<file path="config.mk">
export PLATFORM = sky130hd
export DESIGN_NAME = rph_ctrl
export DESIGN_NICKNAME = d
export VERILOG_FILES = /design/src/hdl/rph_pkg.sv /design/src/hdl/rph_ctrl.sv
export SDC_FILE = /design/constraint.sdc
export NUM_CORES = 1
export LEC_CHECK = 0
export BUFFER_PORTS_ARGS = -buffer_cell sky130_fd_sc_hd__buf_4
export CORE_AREA = 3 3 40 42
export DETAILED_ROUTE_END_ITERATION = 8
export DIE_AREA = 0 0 43 45
export PLACE_DENSITY = 0.64
export SETUP_SLACK_MARGIN = 0.15
export SLEW_MARGIN = 20
export SYNTH_ARGS = -nofsm -noshare
export SYNTH_HDL_FRONTEND = slang
export SYNTH_SLANG_ARGS = --single-unit
</file>
<file path="constraint.sdc">
create_clock -name clk -period 3.9 [get_ports clk]
set_input_delay 0.39 -clock clk [delete_from_list [all_inputs] [get_ports clk]]
set_output_delay 0.39 -clock clk [all_outputs]
set_load 0.01 [all_outputs]
</file>
<file path="src/hdl/rph_pkg.sv">
// package: md5 constants, message schedule and shared types for password hiding
package rph_pkg;

	localparam int SecretBytesDef = 32;
	localparam int SaltBytesDef   = 2;
	localparam int BlockBytes     = 16;
	localparam int MsgBytes       = 64;
	localparam int RoundCount     = 64;

	localparam logic [2:0] RegSecret0 = 3'd0;
	localparam logic [2:0] RegSecret1 = 3'd1;
	localparam logic [2:0] RegSecret2 = 3'd2;
	localparam logic [2:0] RegSecret3 = 3'd3;
	localparam logic [2:0] RegSecLen  = 3'd4;

	localparam logic [31:0] IvA = 32'h67452301;
	localparam logic [31:0] IvB = 32'hefcdab89;
	localparam logic [31:0] IvC = 32'h98badcfe;
	localparam logic [31:0] IvD = 32'h10325476;

	// command bundle from controller to datapath
	typedef struct packed {
		logic       load;
		logic       round;
		logic       finish;
		logic [5:0] idx;
	} rph_cmd_t;

	function automatic logic [31:0] md5_k(input logic [5:0] i);
		logic [31:0] k;
		case (i)
			6'd0: k = 32'hd76aa478; 6'd1: k = 32'he8c7b756; 6'd2: k = 32'h242070db;
			6'd3: k = 32'hc1bdceee; 6'd4: k = 32'hf57c0faf; 6'd5: k = 32'h4787c62a;
			6'd6: k = 32'ha8304613; 6'd7: k = 32'hfd469501; 6'd8: k = 32'h698098d8;
			6'd9: k = 32'h8b44f7af; 6'd10: k = 32'hffff5bb1; 6'd11: k = 32'h895cd7be;
			6'd12: k = 32'h6b901122; 6'd13: k = 32'hfd987193; 6'd14: k = 32'ha679438e;
			6'd15: k = 32'h49b40821; 6'd16: k = 32'hf61e2562; 6'd17: k = 32'hc040b340;
			6'd18: k = 32'h265e5a51; 6'd19: k = 32'he9b6c7aa; 6'd20: k = 32'hd62f105d;
			6'd21: k = 32'h02441453; 6'd22: k = 32'hd8a1e681; 6'd23: k = 32'he7d3fbc8;
			6'd24: k = 32'h21e1cde6; 6'd25: k = 32'hc33707d6; 6'd26: k = 32'hf4d50d87;
			6'd27: k = 32'h455a14ed; 6'd28: k = 32'ha9e3e905; 6'd29: k = 32'hfcefa3f8;
			6'd30: k = 32'h676f02d9; 6'd31: k = 32'h8d2a4c8a; 6'd32: k = 32'hfffa3942;
			6'd33: k = 32'h8771f681; 6'd34: k = 32'h6d9d6122; 6'd35: k = 32'hfde5380c;
			6'd36: k = 32'ha4beea44; 6'd37: k = 32'h4bdecfa9; 6'd38: k = 32'hf6bb4b60;
			6'd39: k = 32'hbebfbc70; 6'd40: k = 32'h289b7ec6; 6'd41: k = 32'heaa127fa;
			6'd42: k = 32'hd4ef3085; 6'd43: k = 32'h04881d05; 6'd44: k = 32'hd9d4d039;
			6'd45: k = 32'he6db99e5; 6'd46: k = 32'h1fa27cf8; 6'd47: k = 32'hc4ac5665;
			6'd48: k = 32'hf4292244; 6'd49: k = 32'h432aff97; 6'd50: k = 32'hab9423a7;
			6'd51: k = 32'hfc93a039; 6'd52: k = 32'h655b59c3; 6'd53: k = 32'h8f0ccc92;
			6'd54: k = 32'hffeff47d; 6'd55: k = 32'h85845dd1; 6'd56: k = 32'h6fa87e4f;
			6'd57: k = 32'hfe2ce6e0; 6'd58: k = 32'ha3014314; 6'd59: k = 32'h4e0811a1;
			6'd60: k = 32'hf7537e82; 6'd61: k = 32'hbd3af235; 6'd62: k = 32'h2ad7d2bb;
			default: k = 32'heb86d391;
		endcase
		return k;
	endfunction

	function automatic logic [4:0] md5_r(input logic [5:0] i);
		logic [4:0] r;
		case ({i[5:4], i[1:0]})
			4'd0: r = 5'd7;  4'd1: r = 5'd12; 4'd2: r = 5'd17; 4'd3: r = 5'd22;
			4'd4: r = 5'd5;  4'd5: r = 5'd9;  4'd6: r = 5'd14; 4'd7: r = 5'd20;
			4'd8: r = 5'd4;  4'd9: r = 5'd11; 4'd10: r = 5'd16; 4'd11: r = 5'd23;
			4'd12: r = 5'd6; 4'd13: r = 5'd10; 4'd14: r = 5'd15; default: r = 5'd21;
		endcase
		return r;
	endfunction

	// message word index for each round
	function automatic logic [3:0] md5_g(input logic [5:0] i);
		logic [3:0] g;
		case (i[5:4])
			2'd0: g = i[3:0];
			2'd1: g = 4'((i[3:0] << 2) + i[3:0] + 4'd1);
			2'd2: g = 4'((i[3:0] << 1) + i[3:0] + 4'd5);
			default: g = 4'((i[3:0] << 3) - i[3:0]);
		endcase
		return g;
	endfunction

endpackage

</file>
<file path="src/hdl/rph_ctrl.sv">
// controller: sequences load, 64 md5 rounds, finish and result hand-off
module rph_ctrl (
	input  logic              clk,
	input  logic              arst_n,
	input  logic              in_valid,
	output logic              in_stall,
	output logic              out_valid,
	input  logic              out_stall,
	output rph_pkg::rph_cmd_t cmd
);

	typedef enum logic [3:0] {
		ST_IDLE  = 4'b0001,
		ST_ROUND = 4'b0010,
		ST_FIN   = 4'b0100,
		ST_OUT   = 4'b1000
	} state_t;

	state_t     state_q;
	logic [5:0] idx_q;

	assign in_stall   = (state_q != ST_IDLE);
	assign out_valid  = (state_q == ST_OUT);
	assign cmd.load   = (state_q == ST_IDLE) && in_valid;
	assign cmd.round  = (state_q == ST_ROUND);
	assign cmd.finish = (state_q == ST_FIN);
	assign cmd.idx    = idx_q;

	// state and round counter
	always_ff @(posedge clk or negedge arst_n) begin
		if (!arst_n) begin
			state_q <= ST_IDLE;
			idx_q   <= '0;
		end else begin
			case (state_q)
				ST_IDLE: begin
					idx_q <= '0;
					if (in_valid) state_q <= ST_ROUND;
				end
				ST_ROUND: begin
					idx_q <= idx_q + 6'd1;
					if (idx_q == 6'(rph_pkg::RoundCount - 1)) state_q <= ST_FIN;
				end
				ST_FIN: state_q <= ST_OUT;
				ST_OUT: if (!out_stall) state_q <= ST_IDLE;
				default: state_q <= ST_IDLE;
			endcase
		end
	end

`ifndef SYNTHESIS
	a_one_hot: assert property (@(posedge clk) disable iff (!arst_n) $onehot(state_q))
		else $error("state not one-hot");
	a_round_end: assert property (@(posedge clk) disable iff (!arst_n)
		(state_q == ST_ROUND && idx_q == 6'd63) |=> state_q == ST_FIN)
		else $error("round count overrun");
	a_out_hold: assert property (@(posedge clk) disable iff (!arst_n)
		(out_valid && out_stall) |=> out_valid)
		else $error("result dropped while stalled");
`endif

endmodule

</file>
# After elaboration in Yosys (flattened, before gate mapping)

Index checks and enable logic that the tools add are counted.
W data, S select, Z words.

Register bits: 10
Latch bits: 0
RAM bits: 0
ROM bits: 0
Output and inout port bits: 11
Logic and storage cells: 20
Memories: 0

Add/sub/neg operators: 1
Multiply operators: 0
Div/mod/pow operators: 0
Magnitude comparators: 0
Equal/unequal tests: 9
Shift-type cells: 0
Mux-type cells: 5
Bitwise gates (word level): 0
Reduce and logical (&&, ||, !) cells: 3

Operator list:

| operator              | count |
|---|---|
| $pmux W4 S4           | 1 |
| $mux W4               | 3 |
| $pmux W6 S2           | 1 |
| $add A6 B1 Y6 const B | 1 |
| $eq A6 B6 Y1 const B  | 1 |
| $eq A4 B1 Y1 const B  | 1 |
| $eq A4 B2 Y1 const B  | 1 |
| $eq A4 B3 Y1 const B  | 1 |
| $eq A4 B4 Y1 const B  | 1 |
| $ne A2 B2 Y1 const B  | 2 |
| $ne A4 B1 Y1 const B  | 1 |
| $reduce_and A3 Y1     | 1 |
| $ne A2 B1 Y1 const B  | 1 |
| $reduce_bool A2 Y1    | 1 |
| $logic_and A1 B1 Y1   | 1 |

# Logic depth before layout (Yosys ltp)

Gate-level depths: netlist (run 1).

Depth in word-level cells: 3
Depth in mapped cells: 5

# Least setup slack after synthesis (run 1)

Ideal clock, no wire load.

Path type: reg2out
Start: register state_q[0]
End: output cmd[8] (netlist bit)
Arrival time: 1200 ps
Required time: 3510 ps
Setup slack: 2310 ps
Cell stages (with the launch flop): 4
Buffers on the path: 0
Cell sequence: dfstp_2 nor4b_1 nand2_1 inv_1

RTL lines:

| item                   | RTL line       | source |
|---|---|---|
| from (decl)            | rph_ctrl.sv:19 | `state_t state_q;` |
| from (signal assigned) | rph_ctrl.sv:32 | `state_q <= ST_IDLE;` |
| from (signal assigned) | rph_ctrl.sv:38 | `if (in_valid) state_q <= ST_ROUND;` |
| from (signal assigned) | rph_ctrl.sv:42 | `if (idx_q == 6'(rph_pkg::RoundCount - 1)) state_q <= ST_FIN;` |
| to (decl)              | rph_ctrl.sv:9  | `output rph_pkg::rph_cmd_t cmd` |

# Worst setup path in the final report (run 1)

Start: register state_q[0]
End: output in_stall

Word-level cells in the longest chain between the ends: 1

RTL lines:

| item         | RTL line       | source |
|---|---|---|
| $ne A4 B1 Y1 | rph_ctrl.sv:22 | `assign in_stall = (state_q != ST_IDLE);` |
| to (decl)    | rph_ctrl.sv:6  | `output logic in_stall,` |

Every way passes these cells.

==> impl_results.md, run 1 <==
* RD Place Congestion at 0.720
* Clock root cell: clkbuf_4
* Synth Warn # at 0
* Number of I/O port buffers at 14
* Post-Synthesis Cells at 43
* Gr busiest metal: met2
* Final Non-Filler Cells at 76
* HPWL Detailed at between 700 and 800 µm
* Total power at 0.356 mW
* CTS Buffer Depth at 2
* Leak at 0.324 nW
* Max-slew violation count at 0
* Core area at between 1000 and 1500 µm²
* Post-CTS resize count at 0
* Pre-CTS WS at just over 2000 ps
* Global-route wire length before repair at 1.57 mm
* Fin Hold WS at 352 ps
* HP Class: in2reg
* DP Area at 594 µm²
* Layout cells sized above 1 at 31.1%
* CTS H-Tree Depth at 1
* Largest net degree at the start of global routing at 11
* TritonCTS buffer count at 3
* Design area at 641 µm²
* Setup Buffers After CTS at 0
* Setup violations, final at 0
* Clk Latency, worst-skew pair at roughly 270 ps
* CP max-delay cell: nor4b_1
* Status: completed
* DRT Pass-1 Iters at 4
* Max-cap violations at 0
* GR met1 Demand/Resource at 14.2%
* Clock skew at 9.80 ps
* # diodes at 0
* Post-synthesis sequential area ratio at 52.9%
* Crit-path cells: nor4b_1 > inv_1 > buf_4
* Nets@finish at 67
* Global Route Usage Sum at 12.3%
* DR vias at 389
* Final setup margin at 1750 ps
* Met3 Use GR at 3.98%
* # DRC at 0
* Minimum clock period at 2150 ps
* Worst Tran Pin Value at 666 ps
* Most frequent cells in the layout: buf_4, dfrtp_1, nand3_1
* FMAX at 466 MHz
* Via count of the first global-routing pass at 375
* Commonest non-fill, non-tap cell in the layout: buf_4
* Filler Cells Inserted at 119
* CP required at 3510 ps
* Hold_buf cts at 1
* Initial Util at 37.0%
* WP data arrival at 1760 ps
* Pwr dens at 556 nW/µm²
* Worst path max stage delay at 560 ps
* Die width at 43 µm
* Setup_tns at 0 ps
* Syn nets at 48
* Vias per inst at 5.12
* Area Growth Syn to Fin at 34.7%
* Clock sink count at 10
* Clk slew on worst S/H paths at 70 ps
* Dpl cells at 71
* GR Layer Usage met2 at between 10% and 20%
* Detail Route Antenna Nets at 0
* Part of the cycle the worst path needs at ~55%
* Count of different cell masters after synthesis at 22
* TritonCTS clock tree: built
* Critical Path Start Type: flop
* Maximum vdd drop at 0.258 mV
* Mapped Area at between 400 and 500 µm²
* Num rows at 13
* Antenna violations before repair at 0
* Fin. Hold Viols at 0
* Crit end category: output pin
* WS Path Type: reg2out
* Seq cells post-synth at 10
* DIE AREA at 1940 µm²
* Total congestion overflow at 0
* Io pins at 15
* Crit path max fanout at 4
* Slew HR at between 50% and 60%
* Die Ht at 45 µm
* Syn avg cell area at between 10 and 15 µm²
* Setup repair after global routing missed its margin: false
* Iter 0 DRT Violations at 12
* Util after Layout at approximately half
* Drt total wl at approximately 1000 µm
* Wire per inst at 12.9 µm
-- path summary, 6_finish.rpt --
path | from | endpoint | slack (ps) | depth (start not counted)
setup reg to reg | state_q[0]$_DFFE_PN1P_ | idx_q[5]$_DFFE_PN0P_ | 2200 | 4
hold reg to reg | idx_q[5]$_DFFE_PN0P_ | idx_q[5]$_DFFE_PN0P_ | 520 | 1
hold / removal | in_valid | state_q[1]$_DFFE_PN0P_ | 350 | 3
setup / recovery | state_q[0]$_DFFE_PN1P_ | in_stall | 1750 | 3
max in group asynchronous | arst_n | state_q[0]$_DFFE_PN1P_ | 3200 | 2
min in group asynchronous | arst_n | idx_q[4]$_DFFE_PN0P_ | 470 | 2
-- registers in the layout (all words and copies together) (netlist names) --
| name | count |
|---|---|
| idx_q | 6 |
| state_q | 4 |
-- Yosys cell counts, drive strengths merged --
master  number  area share, %
dfstp        1            5.5
ha           1            2.6
xnor2        1            1.8
nor3b        1            1.6
nand3        4            4.2
nand2        3            2.4
a21o         1            1.6
inv          2            1.6
nor4b        3            5.5
clkbuf       1            1.1
mux2i        3            6.3
or4b         1            2.1
clkinv       1           0.79
nor2b        1            1.3
o31ai        1            1.6
dfrtp        9             47
nor2         1           0.79
a22o         3            5.5
nor3         1            1.1
o311ai       1            1.8
or2          1            1.3
o21ai        2            2.1
-- kinds of logic (layout without fill, tap and decap cells) --
kind of cell,count (synthesis),in the layout,synth area share (%)
mux,3,3,6.32
flops,10,10,52.9
xor+xnor,1,1,1.84
buf+inv,4,22,3.42
fa+ha+maj,1,1,2.63
simple gates,16,16,20.3
compound gates,8,8,12.6
-- layer usage --
layer	up-vias	wire [µm]
met3	4	76
met2	13	415
met5	-	0
met4	0	39
li1	197	-
met1	175	451
-- cell type report --
class	instances	area, µm²	area share [%]
sequential	10	251	39.3
multi-input combinational	29	208	32.4
timing repair buffer	15	115	18.0
clock buffer	4	36.3	5.66
tap	15	18.8	2.93
inverter	3	11.3	1.76
-- report_power, final --
group / switching [mW] / internal [mW] / leakage, nW
registers: 0.0187 / 0.124 / 0.134
logic: 0.0653 / 0.0547 / 0.169
clock network: 0.0365 / 0.0567 / 0.0210
total: 0.121 / 0.236 / 0.324
-- critical path: cells and delay by family, from the launching register on --
family | cells | cell delay, ps
and+or+nand+nor | 1 | 560
DFF | 1 | 540
buffers and inverters | 2 | 390
No activity file was read; power rests on OpenSTA's default activity.
==> inputs of run 2 (changes only) <==
Clock period 3.9 ns to 2.1 ns, I/O delays scaled along.
==> run 2 against run 1 <==
Against the previous run:
- non-clock buffer count is 1 higher
- combinational power is 110% higher
- setup slack worse by 1400 ps
- sequential cell count stayed put
- cell count is 1.3% higher
- cell area is 1.8% higher
- via count is 11% higher
- register-to-register slack worse by 1700 ps
- clock skew is 5.5 ps lower
- routed wire length is 7.6% higher
- largest cell class unchanged
==> impl_results.md, run 2 (synthesized netlist as in run 1, its figures left out) <==
* Global Route Usage Sum at approximately an eighth
* Switch share at between 30% and 40%
* # diodes at 0
* Io pins at 15
* Status: completed
* Fin. Hold Viols at 0
* DRT Pass-1 Iters at 4
* Setup_tns at 0 ps
* NetSw at between 0.2 and 0.25 mW
* Cell count along the critical path at 3
* Maximum vdd drop at between 0.5 and 0.6 mV
* Crit-path cells: or4b_4 > clkinv_1 > buf_4
* Commonest non-fill, non-tap cell in the layout: buf_4
* Setup crit start: state_q[3]$_DFFE_PN0P_
* Sequential share of power at 38.8%
* Max-cap violations at 0
* Clk slew on worst S/H paths at 60 ps
* Iter 0 DRT Violations at 2
* Register with the most flip-flops: idx_q
* Pwr dens at ~1100 nW/µm²
* Global-route wire length before repair at 1.77 mm
* CP required at roughly 1900 ps
* Setup violations, final at 0
* HP Class: in2reg
* Critical path endpoint: cmd[7]
* DR vias at ~430
* Final Non-Filler Cells at 77
* Biggest regs: idx_q (6), state_q (4)
* Die Ht at 45 µm
* Slew HR at 72.3%
* CP max-delay cell: or4b_4
* Core area at 1280 µm²
* Comb pwr share at between 30 and 40%
* Worst Tran Pin Value at 409 ps
* Clock sink count at 10
* Vias per inst at 5.62
* RD Place Congestion at 0.810
* HPWL Detailed at 762 µm
* # DRC at 0
* Clk Latency, worst-skew pair at between 200 and 300 ps
* Wire per inst at roughly 14 µm
* Worst R2R Start: state_q[3]$_DFFE_PN0P_
* WS Path Type: reg2out
* Setup repair after global routing missed its margin: false
* R2r setup slk at roughly 480 ps
* Hold path cells at 3
* Clock skew at 4.26 ps
* Clock root cell: clkbuf_4
* Crit path max-delay family: simple AND/OR/NAND/NOR gates
* Largest net degree at the start of global routing at 11
* Most frequent cells in the layout: buf_4, dfrtp_1, nand3_1
* Largest register FFs at 6
* Dpl cells at 72
* DP Area at 602 µm²
* Initial Util at 37.0%
* Max-slew violation count at 0
* TritonCTS buffer count at 3
* Via count of the first global-routing pass at 408
* P_int at 0.458 mW
* DIE AREA at ~1900 µm²
* WP data arrival at around 1600 ps
* Area Growth Syn to Fin at 37.1%
* Antenna violations before repair at 0
* Leak at 0.330 nW
* Part of the cycle the worst path needs at 84.2%
* Setup Buffers After CTS at 0
* Clk network pwr share at about a quarter
* Total congestion overflow at 0
* RR Endpoint: idx_q[5]$_DFFE_PN0P_
* Fin Hold WS at roughly 180 ps
* Layout cells sized above 1 at 33.9%
* R2R cell count at 3
* Crit path max fanout at 8
* FMAX at 566 MHz
* TritonCTS clock tree: built
* Worst Path Buf+Inv at 2
* Detail Route Antenna Nets at 0
* Die width at 43 µm
* Crit end category: output pin
* Design area at 652 µm²
* CTS Buffer Depth at 2
* Minimum clock period at between 1500 and 2000 ps
* Nets@finish at 68
* Number of I/O port buffers at 14
* Critical Path Start Type: flop
* CTS H-Tree Depth at 1
* Drt total wl at 1.06 mm
* Worst path max stage delay at between 500 and 600 ps
* Num rows at 13
* Total power at around 0.69 mW
-- run 2: changes by cell type in the layout (fill, tap and decap cells not counted), sizes merged --
cell | before | now
buf | 14 | 15
-- run 2: area by class of cell --
cell class,count,area (µm²)
fillers,118,633
flip-flops and latches,10,251
multi-input cells,29,211
repair buffers,16,123
clock buffers,4,36.3
well taps,15,18.8
inverters,3,11.3
-- run 2: power groups by stage --
| stage | sequential (mW) | clock, mW | combinational, mW |
|---|---|---|---|
| finish | 0.266 | 0.171 | 0.250 |
| global route | 0.274 | 0.180 | 0.278 |
| CTS | 0.265 | 0.173 | 0.246 |
| detailed placement | 0.267 | 0 | 0.236 |
| global placement | 0.268 | 0 | 0.237 |
| floorplan | 0.267 | 0 | 0.128 |
-- run 2: worst reg2reg max path, stage by stage (launching register included) --
cell and delay (ps):
dfrtp_1 400, or4b_4 570, o311ai_0 380, o31ai_1 130
-- run 2: how the worst min path moves through the flow --
stage / endpoint / start / slack (ps)
2_1_floorplan: idx_q[0]$_DFFE_PN0P_ / arst_n / -90
3_3_place_gp: idx_q[4]$_DFFE_PN0P_ / arst_n / 50
3_5_place_dp: idx_q[4]$_DFFE_PN0P_ / arst_n / 40
4_1_cts: state_q[3]$_DFFE_PN0P_ / out_stall / 180
5_1_grt: state_q[1]$_DFFE_PN0P_ / in_valid / 200
6_report: state_q[1]$_DFFE_PN0P_ / in_valid / 180
-- run 2: per-stage QoR --
stage | setup slack [ps] | util [%]
2_1_floorplan | 533 | -
3_3_place_gp | 439 | 46.8
3_5_place_dp | 403 | 46.8
4_1_cts | 234 | 50.4
5_1_grt | 242 | 50.7
6_report | 333 | 50.7
-- run 2: timing repair --
action	in CTS	in global routing
endpoints found under the hold margin	10	0
gates resized for setup	0	1
hold buffers	1	0
setup endpoints to repair	0	1
-- run 2: per-layer routing --
| layer | up-vias | share of wire (%) | track usage, % |
|---|---|---|---|
| li1 | 201 | - | - |
| met1 | 205 | 42 | 16.3 |
| met2 | 22 | 49 | 19.5 |
| met3 | 5 | 6.7 | 2.39 |
| met4 | 0 | 2.2 | 9.04 |
| met5 | - | 0 | 0 |
